### config.mk
export PLATFORM = sky130hd
export DESIGN_NAME = sgod_core
export DESIGN_NICKNAME = d
export VERILOG_FILES = /design/src/sgod_pkg.sv /design/src/sgod_core.sv
export SDC_FILE = /design/constraint.sdc
export NUM_CORES = 1
export LEC_CHECK = 0
export BUFFER_PORTS_ARGS = -buffer_cell sky130_fd_sc_hd__clkbuf_2
export CORE_MARGIN = 2
export CORE_UTILIZATION = 55
export DETAILED_ROUTE_END_ITERATION = 8
export MAX_ROUTING_LAYER = met4
export PLACE_DENSITY = 0.77
export REMOVE_ABC_BUFFERS = 1
export SLEW_MARGIN = 25
export SYNTH_ARGS = -nofsm -noshare
export SYNTH_HDL_FRONTEND = slang
export SYNTH_SLANG_ARGS = --single-unit
### constraint.sdc
create_clock -name clk -period 6.2 [get_ports clk]
set_input_delay 0.93 -clock clk [delete_from_list [all_inputs] [get_ports clk]]
set_output_delay 0.93 -clock clk [all_outputs]
set_load 0.01 [all_outputs]
### src/sgod_pkg.sv
package sgod_pkg;

  localparam int MaxPointsDefault = 1024;

  // Parse phase of the glyph record
  typedef enum logic [3:0] {
    PH_WAIT  = 4'd0,
    PH_HEAD  = 4'd1,
    PH_ENDS  = 4'd2,
    PH_ILEN  = 4'd3,
    PH_INST  = 4'd4,
    PH_FLAGS = 4'd5,
    PH_XS    = 4'd6,
    PH_YS    = 4'd7,
    PH_DONE  = 4'd8
  } phase_t;

  // Sequencer state of the engine
  typedef enum logic [2:0] {
    E_IDLE,
    E_FILL,
    E_SKRD,
    E_SKCK,
    E_XEX,
    E_YEX
  } eng_t;

  // Result kinds
  localparam logic [2:0] KIND_COUNT = 3'd0;
  localparam logic [2:0] KIND_BBOX  = 3'd1;
  localparam logic [2:0] KIND_END   = 3'd2;
  localparam logic [2:0] KIND_INST  = 3'd3;
  localparam logic [2:0] KIND_POINT = 3'd4;
  localparam logic [2:0] KIND_ERROR = 3'd5;

  // Error codes
  localparam logic [1:0] ERR_NONE      = 2'd0;
  localparam logic [1:0] ERR_COMPOSITE = 2'd1;
  localparam logic [1:0] ERR_POINTS    = 2'd2;

  // Flag bit positions
  localparam int FB_XSHORT = 1;
  localparam int FB_YSHORT = 2;
  localparam int FB_REPEAT = 3;
  localparam int FB_XSAME  = 4;
  localparam int FB_YSAME  = 5;

  typedef struct packed {
    logic [2:0]         kind;
    logic [15:0]        item_index;
    logic [15:0]        word_value;
    logic signed [31:0] point_x;
    logic signed [31:0] point_y;
    logic [7:0]         point_flags;
    logic [1:0]         error_code;
    logic               last_of_glyph;
  } res_t;

endpackage

### src/sgod_core.sv
module sgod_core #(
  parameter int MAX_POINTS = sgod_pkg::MaxPointsDefault
) (
  input  logic                          clk,
  input  logic                          rst,
  input  logic                          in_valid,
  output logic                          in_ready,
  input  logic [7:0]                    in_byte,
  input  logic                          in_start,
  input  logic                          out_free,
  output logic                          res_load,
  output sgod_pkg::res_t                res,
  output logic                          fl_we,
  output logic [$clog2(MAX_POINTS)-1:0] fl_waddr,
  output logic [7:0]                    fl_wdata,
  input  logic [7:0]                    fl_rdata,
  output logic                          x_we,
  output logic [$clog2(MAX_POINTS)-1:0] x_waddr,
  output logic [31:0]                   x_wdata,
  input  logic [31:0]                   x_rdata,
  output logic [$clog2(MAX_POINTS)-1:0] raddr
);

  localparam int AW   = $clog2(MAX_POINTS);
  localparam int CW   = $clog2(MAX_POINTS + 1);
  localparam int FCW  = (CW > 16) ? CW : 16;

  sgod_pkg::phase_t phase, phase_next;
  sgod_pkg::eng_t   eng, eng_next;
  logic [7:0]       hi, hi_next;
  logic             half, half_next;
  logic [FCW-1:0]   fc, fc_next;
  logic [15:0]      ct, ct_next;
  logic [15:0]      pt, pt_next;
  logic [15:0]      rem, rem_next;
  logic             rep, rep_next;
  logic [31:0]      rx, rx_next;
  logic [31:0]      ry, ry_next;
  logic [7:0]       lastf, lastf_next;
  logic [7:0]       blat, blat_next;
  logic [FCW-1:0]   fill_cnt, fill_cnt_next;

  // Effective view of the record state, with a glyph start folded in
  logic             acc, gs;
  sgod_pkg::phase_t ph_e;
  logic             half_e;
  logic [FCW-1:0]   fc_e;
  logic [15:0]      ct_e;
  logic [7:0]       b_cur;
  logic [15:0]      word;
  logic [FCW-1:0]   n_pts;
  logic [FCW-1:0]   room, run;
  logic             end_last, too_many, fc_done, fc_last;
  logic             xneed, yneed;
  logic [31:0]      bext, dx, dy, rx_sum, ry_sum;

  assign acc    = in_valid && in_ready;
  assign gs     = acc && in_start;
  assign ph_e   = gs ? sgod_pkg::PH_HEAD : phase;
  assign half_e = gs ? 1'b0 : half;
  assign fc_e   = gs ? '0 : fc;
  assign ct_e   = gs ? 16'd0 : ct;
  assign b_cur  = (eng == sgod_pkg::E_IDLE) ? in_byte : blat;
  assign word   = {hi, b_cur};
  assign n_pts  = FCW'(pt) + FCW'(1);
  assign room   = n_pts - fc;
  assign run    = (FCW'(in_byte) < room) ? FCW'(in_byte) : room;
  assign end_last = ({1'b0, fc} + (FCW+1)'(1)) >= (FCW+1)'(ct);
  assign too_many = 32'(word) >= 32'(MAX_POINTS);
  assign fc_done  = fc >= n_pts;
  assign fc_last  = ({1'b0, fc} + (FCW+1)'(1)) >= {1'b0, n_pts};

  // Delta decode from the flag read out of the store
  assign xneed  = !fl_rdata[sgod_pkg::FB_XSHORT];
  assign yneed  = !fl_rdata[sgod_pkg::FB_YSHORT] && !fl_rdata[sgod_pkg::FB_YSAME];
  assign bext   = {24'd0, blat};
  assign dx     = !xneed ? (fl_rdata[sgod_pkg::FB_XSAME] ? bext : (32'd0 - bext))
                         : {{16{word[15]}}, word};
  assign dy     = fl_rdata[sgod_pkg::FB_YSHORT]
                  ? (fl_rdata[sgod_pkg::FB_YSAME] ? bext : (32'd0 - bext))
                  : (fl_rdata[sgod_pkg::FB_YSAME] ? 32'd0 : {{16{word[15]}}, word});
  assign rx_sum = rx + dx;
  assign ry_sum = ry + dy;

  // Next state
  always_comb begin
    phase_next    = phase;
    eng_next      = eng;
    hi_next       = hi;
    half_next     = half;
    fc_next       = fc;
    ct_next       = ct;
    pt_next       = pt;
    rem_next      = rem;
    rep_next      = rep;
    rx_next       = rx;
    ry_next       = ry;
    lastf_next    = lastf;
    blat_next     = blat;
    fill_cnt_next = fill_cnt;
    unique case (eng)
      sgod_pkg::E_IDLE: begin
        if (acc) begin
          blat_next = in_byte;
          if (gs) begin
            phase_next = sgod_pkg::PH_HEAD;
            hi_next    = 8'd0;
            half_next  = 1'b0;
            fc_next    = '0;
            ct_next    = 16'd0;
            pt_next    = 16'd0;
            rem_next   = 16'd0;
            rep_next   = 1'b0;
            rx_next    = 32'd0;
            ry_next    = 32'd0;
          end
          case (ph_e)
            sgod_pkg::PH_HEAD: begin
              if (!half_e) begin
                hi_next   = in_byte;
                half_next = 1'b1;
              end else begin
                half_next = 1'b0;
                if (fc_e == '0) begin
                  if (word[15]) begin
                    phase_next = sgod_pkg::PH_DONE;
                  end else begin
                    ct_next = word;
                    fc_next = FCW'(1);
                  end
                end else if (fc_e >= FCW'(4)) begin
                  phase_next = (ct_e == 16'd0) ? sgod_pkg::PH_DONE : sgod_pkg::PH_ENDS;
                  fc_next    = '0;
                end else begin
                  fc_next = fc_e + FCW'(1);
                end
              end
            end
            sgod_pkg::PH_ENDS: begin
              if (!half) begin
                hi_next   = in_byte;
                half_next = 1'b1;
              end else begin
                half_next = 1'b0;
                if (end_last) begin
                  if (too_many) begin
                    phase_next = sgod_pkg::PH_DONE;
                  end else begin
                    pt_next    = word;
                    phase_next = sgod_pkg::PH_ILEN;
                    fc_next    = '0;
                  end
                end else begin
                  fc_next = fc + FCW'(1);
                end
              end
            end
            sgod_pkg::PH_ILEN: begin
              if (!half) begin
                hi_next   = in_byte;
                half_next = 1'b1;
              end else begin
                half_next  = 1'b0;
                rem_next   = word;
                fc_next    = '0;
                phase_next = (word != 16'd0) ? sgod_pkg::PH_INST : sgod_pkg::PH_FLAGS;
              end
            end
            sgod_pkg::PH_INST: begin
              fc_next  = fc + FCW'(1);
              rem_next = rem - 16'd1;
              if (rem == 16'd1) begin
                phase_next = sgod_pkg::PH_FLAGS;
                fc_next    = '0;
              end
            end
            sgod_pkg::PH_FLAGS: begin
              if (rep) begin
                rep_next = 1'b0;
                if (run != '0) begin
                  fill_cnt_next = run;
                  eng_next      = sgod_pkg::E_FILL;
                end else if (fc_done) begin
                  phase_next = sgod_pkg::PH_XS;
                  fc_next    = '0;
                  eng_next   = sgod_pkg::E_SKRD;
                end
              end else begin
                fc_next    = fc + FCW'(1);
                lastf_next = in_byte;
                if (in_byte[sgod_pkg::FB_REPEAT]) begin
                  rep_next = 1'b1;
                end else if (fc_last) begin
                  phase_next = sgod_pkg::PH_XS;
                  fc_next    = '0;
                  eng_next   = sgod_pkg::E_SKRD;
                end
              end
            end
            sgod_pkg::PH_XS: eng_next = sgod_pkg::E_XEX;
            sgod_pkg::PH_YS: eng_next = sgod_pkg::E_YEX;
            default: ;
          endcase
        end
      end
      sgod_pkg::E_FILL: begin
        fc_next       = fc + FCW'(1);
        fill_cnt_next = fill_cnt - FCW'(1);
        if (fill_cnt == FCW'(1)) begin
          if (fc_last) begin
            phase_next = sgod_pkg::PH_XS;
            fc_next    = '0;
            eng_next   = sgod_pkg::E_SKRD;
          end else begin
            eng_next = sgod_pkg::E_IDLE;
          end
        end
      end
      sgod_pkg::E_SKRD: begin
        if (fc_done) begin
          phase_next = sgod_pkg::PH_YS;
          fc_next    = '0;
          eng_next   = sgod_pkg::E_IDLE;
        end else begin
          eng_next = sgod_pkg::E_SKCK;
        end
      end
      sgod_pkg::E_SKCK: begin
        if (fl_rdata[sgod_pkg::FB_XSHORT] || !fl_rdata[sgod_pkg::FB_XSAME]) begin
          eng_next = sgod_pkg::E_IDLE;
        end else begin
          fc_next  = fc + FCW'(1);
          eng_next = sgod_pkg::E_SKRD;
        end
      end
      sgod_pkg::E_XEX: begin
        if (xneed && !half) begin
          hi_next   = blat;
          half_next = 1'b1;
          eng_next  = sgod_pkg::E_IDLE;
        end else begin
          half_next = 1'b0;
          rx_next   = rx_sum;
          fc_next   = fc + FCW'(1);
          eng_next  = sgod_pkg::E_SKRD;
        end
      end
      sgod_pkg::E_YEX: begin
        if (yneed && !half) begin
          hi_next   = blat;
          half_next = 1'b1;
          eng_next  = sgod_pkg::E_IDLE;
        end else if (out_free) begin
          half_next = 1'b0;
          ry_next   = ry_sum;
          fc_next   = fc + FCW'(1);
          eng_next  = sgod_pkg::E_IDLE;
          if (fc_last) begin
            phase_next = sgod_pkg::PH_DONE;
          end
        end
      end
      default: eng_next = sgod_pkg::E_IDLE;
    endcase
  end

  // Outputs: handshake, store ports and result
  always_comb begin
    in_ready = (eng == sgod_pkg::E_IDLE) && out_free;
    raddr    = fc[AW-1:0];
    fl_waddr = fc[AW-1:0];
    x_waddr  = fc[AW-1:0];
    fl_we    = (eng == sgod_pkg::E_FILL) ||
               (acc && ph_e == sgod_pkg::PH_FLAGS && !rep);
    fl_wdata = (eng == sgod_pkg::E_FILL) ? lastf : in_byte;
    x_we     = 1'b0;
    x_wdata  = rx;
    if (eng == sgod_pkg::E_SKCK) begin
      x_we = !(fl_rdata[sgod_pkg::FB_XSHORT] || !fl_rdata[sgod_pkg::FB_XSAME]);
    end else if (eng == sgod_pkg::E_XEX) begin
      x_we    = !xneed || half;
      x_wdata = rx_sum;
    end
    res_load = 1'b0;
    res      = '0;
    if (acc && half_e && ph_e == sgod_pkg::PH_HEAD) begin
      res_load        = 1'b1;
      res.word_value  = word;
      if (fc_e == '0) begin
        if (word[15]) begin
          res.kind          = sgod_pkg::KIND_ERROR;
          res.error_code    = sgod_pkg::ERR_COMPOSITE;
          res.last_of_glyph = 1'b1;
        end else begin
          res.kind = sgod_pkg::KIND_COUNT;
        end
      end else begin
        res.kind          = sgod_pkg::KIND_BBOX;
        res.item_index    = fc_e[15:0] - 16'd1;
        res.last_of_glyph = (fc_e == FCW'(4)) && (ct_e == 16'd0);
      end
    end else if (acc && half_e && ph_e == sgod_pkg::PH_ENDS) begin
      res_load       = 1'b1;
      res.word_value = word;
      if (end_last && too_many) begin
        res.kind          = sgod_pkg::KIND_ERROR;
        res.error_code    = sgod_pkg::ERR_POINTS;
        res.last_of_glyph = 1'b1;
      end else begin
        res.kind       = sgod_pkg::KIND_END;
        res.item_index = fc[15:0];
      end
    end else if (acc && ph_e == sgod_pkg::PH_INST) begin
      res_load       = 1'b1;
      res.kind       = sgod_pkg::KIND_INST;
      res.item_index = fc[15:0];
      res.word_value = {8'd0, in_byte};
    end else if (eng == sgod_pkg::E_YEX && (!yneed || half) && out_free) begin
      res_load          = 1'b1;
      res.kind          = sgod_pkg::KIND_POINT;
      res.item_index    = fc[15:0];
      res.point_x       = x_rdata;
      res.point_y       = ry_sum;
      res.point_flags   = fl_rdata;
      res.last_of_glyph = fc_last;
    end
  end

  // Control registers
  always_ff @(posedge clk) begin
    if (rst) begin
      phase    <= sgod_pkg::PH_WAIT;
      eng      <= sgod_pkg::E_IDLE;
      hi       <= 8'd0;
      half     <= 1'b0;
      fc       <= '0;
      ct       <= 16'd0;
      pt       <= 16'd0;
      rem      <= 16'd0;
      rep      <= 1'b0;
      rx       <= 32'd0;
      ry       <= 32'd0;
      fill_cnt <= '0;
    end else begin
      phase    <= phase_next;
      eng      <= eng_next;
      hi       <= hi_next;
      half     <= half_next;
      fc       <= fc_next;
      ct       <= ct_next;
      pt       <= pt_next;
      rem      <= rem_next;
      rep      <= rep_next;
      rx       <= rx_next;
      ry       <= ry_next;
      fill_cnt <= fill_cnt_next;
    end
  end

  // Payload registers
  always_ff @(posedge clk) begin
    lastf <= lastf_next;
    blat  <= blat_next;
  end

`ifndef SYNTHESIS
  a_fc_bound: assert property (@(posedge clk) disable iff (rst)
    (phase == sgod_pkg::PH_FLAGS || phase == sgod_pkg::PH_YS) |-> (fc <= n_pts))
    else $error("point counter past point count");
  a_fill_nonzero: assert property (@(posedge clk) disable iff (rst)
    (eng == sgod_pkg::E_FILL) |-> (fill_cnt != '0) && (fc < n_pts))
    else $error("repeat fill out of range");
  a_res_room: assert property (@(posedge clk) disable iff (rst)
    res_load |-> out_free)
    else $error("result loaded into a full output register");
  a_one_write: assert property (@(posedge clk) disable iff (rst)
    !(fl_we && x_we))
    else $error("flag and x stores written together");
  a_fill_from_flags: assert property (@(posedge clk) disable iff (rst)
    (eng == sgod_pkg::E_FILL) |-> $past(eng) == sgod_pkg::E_FILL ||
      $past(phase) == sgod_pkg::PH_FLAGS)
    else $error("repeat fill outside flag phase");
`endif

endmodule

**After elaboration in Yosys (flattened, before gate mapping)**

Cells that the tools add are included.

- Bitwise gates (word level): 1
- Add/subtract/negate cells: 11
- Equality and inequality tests: 35
- Order comparisons: 6
- Muxes and demuxes: 150
- Reduce and logical (&&, ||, !) cells: 50

Operator list:

| kind | number |
|---|---|
| two-way mux 16 bit | 41 |
| two-way mux 32 bit | 12 |
| two-way mux 72 bit | 4 |
| one-hot mux 32 bit (2 select lines) | 2 |
| one-hot mux 16 bit (6 select lines) | 1 |
| two-way mux 4 bit | 23 |
| one-hot mux 16 bit (5 select lines) | 1 |
| two-way mux 8 bit | 9 |
| two-way mux 35 bit | 2 |
| adder 32 bit | 2 |
| one-hot mux 16 bit (2 select lines) | 2 |
| adder 16 x 1 -> 16 bit, second input constant | 3 |
| subtractor 16 x 1 -> 16 bit, second input constant | 3 |
| two-way mux 3 bit | 14 |
| two-way mux 19 bit | 2 |
| greater-or-equal comparator 17 x 16 -> 1 bit | 2 |
| == test 16 x 1 -> 1 bit, second input constant | 2 |
| zero test 16 bit | 2 |
| nonzero test 16 bit | 2 |
| != test 2 bit, second input constant | 14 |
| one-hot mux 8 bit (3 select lines) | 1 |
| two-way mux 1 bit | 22 |
| one-hot mux 4 bit (5 select lines) | 1 |
| one-hot mux 3 bit (6 select lines) | 1 |
| other kinds (41) | 85 |

- Output and inout port bits: 184
- Word-level logic and storage cells: 267
- Input bits: 53
- Bits in registers: 177

**Logic depth before layout (Yosys ltp)**

Gate-level depths: netlist (run 1).

- Word-level depth: 13
- Depth in mapped cells: 21

**Worst setup path before layout (run 1)**

Ideal clock, no wire load.

- Kind: reg-to-output
- Start point: register blat[0]
- End point: output x_wdata[30]
- Stages on the path, launching flop included: 19
- Data arrival time: 4,602 ps
- Buffers on the path: 0
- Path slack: 668 ps
- Cell sequence: edfxtp_1 -> inv_1 -> ha_1 -> nor3b_1 -> nor3b_1 -> nor3b_1 -> o21a_1 -> nor2_1 -> ha_1 -> a211o_1 -> or3_1 -> o31a_1 -> a221o_1 -> a41oi_1 -> a211oi_1 -> a41o_1 -> o41ai_1 -> xor2_1 -> o21ai_0

- Word-level cells in the longest chain between the ends: 6
- Elaborated cells between the ends (all ways): 7

RTL lines:

| what | line | RTL |
|---|---|---|
| from (decl) | sgod_core.sv:40 | `logic [7:0] blat, blat_next;` |
| from (signal assigned) | sgod_core.sv:363 | `blat <= blat_next;` |
| subtractor 1 x 8 -> 9 bit | sgod_core.sv:77 | `assign dx = !xneed ? (fl_rdata[sgod_pkg::FB_XSAME] ? bext : (32'd0 - bext))` |
| two-way mux 32 bit | sgod_core.sv:77 |  |
| two-way mux 32 bit (*) | sgod_core.sv:77 |  |
| adder 32 bit (*) | sgod_core.sv:82 | `assign rx_sum = rx + dx;` |
| two-way mux 32 bit (*) | sgod_core.sv:280 | `end else if (eng == sgod_pkg::E_XEX) begin` |
| two-way mux 32 bit (*) | sgod_core.sv:278 | `if (eng == sgod_pkg::E_SKCK) begin` |
| to (decl) | sgod_core.sv:19 | `output logic [31:0] x_wdata,` |

Mark *: on every way between the ends. The rest lies on a longest branch, timed or not.

==> metrics, run 1 <==
status=completed; crit path DAT=around 5000 ps; Reg clk slew, reported paths=around 80 ps; Worst Hold Depth=2; grt ovf=0; Die Span Y=about 180 um; Crit. Startpoint=fc[0]; Sink Count=177; antenna-violating nets left=0; dpl hpwl=about 47000 um; Synth Area per Inst=a little over 7 um2; drt pass-1 iters=8; Post-synth ARST share=0; Post-Synth Adder-Cell Area=0.0982; reg-to-reg startpoint=pt[0]; critical path startpoint category=register; Yosys reg bits=between 150 and 200; Max Slew Vio Count=0; Num CTS Buffers=17; clock latency on the worst-skew pair=roughly 460 ps; MaxCap Viol Count=0; vias per cell=~6.6; initial antenna violation count=1; clock root buffer=clkbuf_16; multi-input logic area=roughly 12000 um2; post-synthesis xor/xnor area fraction=0.0485; largest net degree at the start of global routing=80; area leader, netlist=dfxtp_1; Crit Path Class=register to primary output; vias in the first global route=about 18000; Die Area=about 32000 um2; Post-Syn Instances=~2400; leakage power=between 8 and 9 nW; Yosys top cell area share=0.192; clock skew=~15 ps; largest family of logic cells by synthesized area=compound AO/OA/AOI/OAI gates; hold slack=482 ps; Max IR drop VDD=~0.15 mV; post-synthesis simple-gate area fraction=0.266; Pwr Density=~160 nW/um2; Core Region=between 20000 and 30000 um2; Post-synth top flop=dfxtp_1; PortBufs=236; CTS tree=yes; global-route wire length before repair=97300 um; CP Capture Type=primary output; Area growth syn-to-layout=14.0%; wire length per cell=~22 um; Residual DRC=0; Die X=~180 um; clock period minus final worst setup slack=~6000 ps; CP Cell Sequence=ha_2 > nand3_1 > nor3_2 > buf_4 > and4_1 > xnor2_1 > inv_1 > ha_1 > and4_1 > a41o_1 > a31o_2 > nor3_2 > a211oi_1 > a31oi_1 > buf_12 > nor2_1 > nand3_1 > o21ai_0 > a21oi_1 > clkbuf_2; register area share after synthesis=0.221; stages on the worst setup path=20; Synth Area in Compound Gates=0.283; final worst setup slack=223 ps; CP max stage delay=approximately 540 ps; DRT iter0 DRCs=2372; CTS H-Tree Depth=4; Final Util=0.641; Rows=63; layout net count=between 2000 and 3000; R2R setup slack=560 ps; dpl ws=-10.9 ps; mux cell area share after synthesis=0.0127; boundary pin count=between 200 and 250; CP max-delay cell=dfxtp_2; yosys synthesis warning count=0; worst min path class=register to register; Worst Path Buf+Inv=4; final WL=roughly 64000 um; Hold Buf Count CTS=0; Fillers=~2800; top-count cell post-synth=nor2_1; largest cells by area after synthesis=dfxtp_1 (19%), ha_1 (9.5%), nor2_1 (6.4%); sequential cell area=3700 um2; Synth top cells by count=nor2_1 (285), a21oi_1 (211), nand2_1 (201); layout cells sized above 1=0.167; delay-heaviest family, CP=simple AND/OR/NAND/NOR gates; Reg-to-Reg End=fill_cnt[14]; library cells used by synthesis=87; Slew @ Worst Pin=1130 ps; CP Max Fanout=17; final-report hold violation count=0; f_max=0.167 GHz; routability congestion estimate=around 1.0; Critical Path End=res[99]; Initial Util=0.562; WP data required=between 5000 and 6000 ps; GRT Util Overall=0.403; Post-synth EDFFs=16; worst reg2reg path depth=20; max_slew headroom=0.244; Final Cycle Share=0.964; Via Count=between 15000 and 20000; Setup violations, final=0; mapped cell area=between 15000 and 20000 um2; Bufs on Longest Clock Path=2
[worst register-to-register path: stages (launching register included)]
cell and delay [ps]:
dfxtp_1 420, ha_1 260, xor2_1 220, ha_1 330
o21a_1 200, o31a_1 150, or2_2 300, o311ai_0 320
buf_4 190, inv_1 40, ha_1 270, o21ai_0 80
nand2b_1 70, a21oi_1 120, or4_1 500, or4_4 450
nor4_4 380, nand3_2 220, nand3_1 400, nand2_1 270
a311oi_1 350
[what timing repair did]
item	4_1_cts	5_1_grt
setup buffers	0	4
pin swaps	0	3
setup endpoints to repair	10	22
resized for setup	8	19
[layer usage]
layer,track usage,vias up,routed length [um]
li1,-,8936,-
met1,0.506,8970,25400
met2,0.599,1239,27300
met3,0.0927,258,7210
met4,0.221,0,3740
met5,-,-,0
[state kept, by name, indices dropped and copies added (netlist names)]
signal	cells
rx	32
ry	32
ct	16
fc	16
fill_cnt	16
pt	16
rem	16
blat	8
hi	8
lastf	8
phase	4
eng	3
half	1
rep	1
[cells in the final DEF (no fill, tap or decap), types with 25 or more instances in the layout]
master    count
inv_1       104
nor3_1       65
a21oi_1     209
o21ai_0     145
a21o_1       45
dfxtp_1     160
xor2_1       42
and3_1       80
and2_1       32
ha_1        126
nand3_1      74
clkbuf_2    235
xnor2_1      50
nor2b_1      25
nor4_1       26
buf_4        95
nor2_1      282
a22oi_1      43
nand2_1     201
o21a_1       30
[how the worst min path moves through the flow]
stage                       startpoint      endpoint  slack, ps
after CTS                        rx[4]         rx[4]        480
after floorplan           fill_cnt[15]  fill_cnt[15]        440
final                           ry[30]        ry[30]        480
after detailed placement        rem[5]        rem[5]        470
after global placement    fill_cnt[15]  fill_cnt[15]        450
after global routing            ry[26]        ry[26]        500
[cell families (layout without fill, tap and decap cells)]
| logic type | Yosys count | after routing |
|---|---|---|
| flip-flops | 177 | 177 |
| other | 0 | 2 |
| multiplexers | 20 | 20 |
| AND/OR/NAND/NOR | 918 | 918 |
| adder cells (fa/ha/maj) | 130 | 130 |
| XOR/XNOR | 93 | 93 |
| AO/OA/AOI/OAI | 734 | 734 |
| buffers and inverters | 281 | 471 |
[cell type report]
type,instances,area share
diodes,2,0.000262
inverters,108,0.0212
flip-flops and latches,177,0.194
well taps,390,0.0255
clock buffers,17,0.0222
multi-input cells,1895,0.630
clock inverters,15,0.00772
repair buffers,331,0.0998
[power breakdown]
group	switching (mW)	leakage [nW]	total, mW	internal (mW)
clock network	0.573	0.277	1.11	0.536
logic	0.441	6.92	0.673	0.232
registers	0.0254	1.45	1.19	1.16
[stage by stage]
stage	instance area (um2)	instances	total power [mW]	setup TNS, ps
finish	19100	2935	2.97	0
global route	19100	2934	3.06	-183
CTS	19000	2929	2.93	0
detailed placement	18400	2897	1.85	-10.9
global placement	18400	2897	1.84	0
floorplan	16000	2180	1.59	0
Note: power is estimated with default switching activity, not from simulation.
==> run 2: changes to the inputs <==
--- a/config.mk
+++ b/config.mk
@@ -10,7 +10,7 @@
 export CORE_UTILIZATION = 55
 export DETAILED_ROUTE_END_ITERATION = 8
 export MAX_ROUTING_LAYER = met4
-export PLACE_DENSITY = 0.77
+export PLACE_DENSITY = 0.86
 export REMOVE_ABC_BUFFERS = 1
 export SLEW_MARGIN = 25
 export SYNTH_ARGS = -nofsm -noshare
==> run 2 against run 1 <==
Against the previous run: combinational power increased by 1%; global-route usage increased by 0.49 points; final cell count about the same; design area increased by 0.18%; utilization increased by 0.11 points; via count increased by 1.6%; non-clock buffer count decreased by 2; largest cell class unchanged; highest routed layer unchanged.
==> metrics, run 2 (synthesized netlist as in run 1, its figures left out) <==
status=completed; setup TNS=0 ps (unchanged); Crit Path Class=register to primary output; CP max-delay cell=edfxtp_1; Max Slew Vio Count=0 (unchanged); max_slew headroom=0.279 (+0.0355); clock skew=20.9 ps (+5.71 ps); Max IR drop VDD=0.176 mV (+20%); grt ovf=0 (unchanged); final WL=65300 um (+2.6%); PortBufs=236 (unchanged); antenna-violating nets left=0 (unchanged); Die Area=31900 um2 (unchanged); vias in the first global route=17600 (+0.14%); CTS tree=yes; final-report hold violation count=0 (unchanged); initial antenna violation count=1 (unchanged); top flop regs=rx: 32 flops, ry: 32 flops; hold slack=477 ps (-4.84 ps); Core Region=29900 um2 (unchanged); Final Cycle Share=0.976 (+0.0123); WP data required=5270 ps (about the same); CP Capture Type=primary output; worst min path class=register to register; final non-filler cell area=19200 um2 (+0.18%); placed insts=2893 (-0.14%); Slew @ Worst Pin=1070 ps (-57.4 ps); wire length per cell=22.3 um (+2.7%); Num CTS Buffers=17 (unchanged); boundary pin count=237 (unchanged); crit path DAT=5120 ps (+70 ps); clock latency on the worst-skew pair=470 ps (about the same); global-route wire length before repair=98000 um (+0.74%); Rows=63 (unchanged); leading cell type in the layout, fill and taps excluded=nor2_1; Setup violations, final=0 (unchanged); critical path startpoint category=register; vias per cell=6.72 (+1.7%); CP Max Fanout=6 (-11); Fillers=2692 (-2.3%); layout net count=2711 (-0.074%); leakage power=8.65 nW (about the same); layout cells sized above 1=0.168 (+0.00131); CP Cell Sequence=inv_1 > ha_2 > nor3b_4 > nor3b_2 > nor3b_2 > o21a_2 > nor2_1 > ha_4 > a211o_1 > or3_1 > o31a_1 > a221o_1 > a41oi_2 > a211oi_1 > a41o_1 > o41ai_4 > xor2_1 > o21ai_1 > clkbuf_2; Bufs on Longest Clock Path=2 (unchanged); most frequent cells in the layout=nor2_1 (281), clkbuf_2 (235), a21oi_1 (209), nand2_1 (200), dfxtp_1 (159); Die X=179 um (unchanged); Residual DRC=0 (unchanged); dpl hpwl=47900 um (+2.7%); Die Span Y=179 um (unchanged); CP max stage delay=440 ps (-100 ps); largest net degree at the start of global routing=76 (-5.0%); Via Count=19700 (+1.6%); Pwr Density=158 nW/um2 (+1.6%); Reg clk slew, reported paths=70 ps (about the same); CTS H-Tree Depth=4 (unchanged); GRT Util Overall=0.408 (+0.00491); drt pass-1 iters=6 (-2); most used cell, CP=nor3b_2; MaxCap Viol Count=0 (unchanged); Final Util=0.642 (+0.00113); DRT iter0 DRCs=2719 (+15%); final cell count without fillers=2933 (-0.068%); dpl cell area=18400 um2 (-0.23%); Initial Util=0.562 (unchanged); clock period minus final worst setup slack=6050 ps (+76.1 ps); routability congestion estimate=1.07 (+2.6%); Hold Buf Count CTS=0 (unchanged); f_max=0.165 GHz (-1.3%); clock root buffer=clkbuf_16; Area growth syn-to-layout=14.2%; Sink Count=177 (unchanged)
run 2: cell types whose count changed in the layout (fill, tap and decap cells not counted), sizes merged:
cell and delta:
buf -2, clkinv -2, inv +1, bufinv +2
clkinvlp -1
run 2: final cells by class:
class                      count  area, um2  share of cell area
antenna                        2       5.00            0.000261
clock buffer                  17        425              0.0222
clock inverter                15        173             0.00901
inverter                     108        405              0.0211
multi-input combinational   1895      12100               0.630
sequential                   177       3710               0.193
tap                          390        488              0.0255
timing repair buffer         329       1880              0.0982
run 2: repair_timing:
item,CTS,global route
endpoints found under the setup margin,11,36
pin swaps,0,6
buffers inserted,0,6
gates resized for setup,14,20
run 2: critical path, delay by kind of cell (launching register included):
| family | cells | cell delay [ps] |
|---|---|---|
| AND/OR/NAND/NOR | 5 | 1040 |
| XOR/XNOR | 1 | 110 |
| flip-flops | 1 | 440 |
| adder cells (fa/ha/maj) | 2 | 440 |
| buffers and inverters | 2 | 300 |
| AO/OA/AOI/OAI | 9 | 2330 |
run 2: stage by stage:
| stage | power (mW) | setup WS [ps] |
|---|---|---|
| floorplan | 1.59 | 648 |
| global placement | 1.84 | 131 |
| detailed placement | 1.86 | -14.6 |
| CTS | 2.99 | 22.2 |
| global route | 3.12 | -32.1 |
| finish | 3.02 | 147 |
run 2: worst paths after layout:
kind | start | to | slack (ps) | cells past startpoint
setup / recovery | blat[1] | x_wdata[30] | 150 | 19
hold / removal | rem[15] | rem[15] | 480 | 2
setup reg to reg | pt[0] | fc[0] | 270 | 20
hold reg to reg | rem[15] | rem[15] | 480 | 2
run 2: layer usage:
metal	track usage	up-vias	part of all wire
met5	-	-	0
met4	0.252	0	0.069
met3	0.0774	303	0.12
met2	0.608	1335	0.43
met1	0.510	9137	0.39
li1	-	8936	-
run 2: report_power, final:
group | internal [mW] | switching [mW] | leakage (nW)
Combinational | 0.234 | 0.449 | 6.90
Clock | 0.609 | 0.541 | 0.295
Sequential | 1.16 | 0.0257 | 1.45
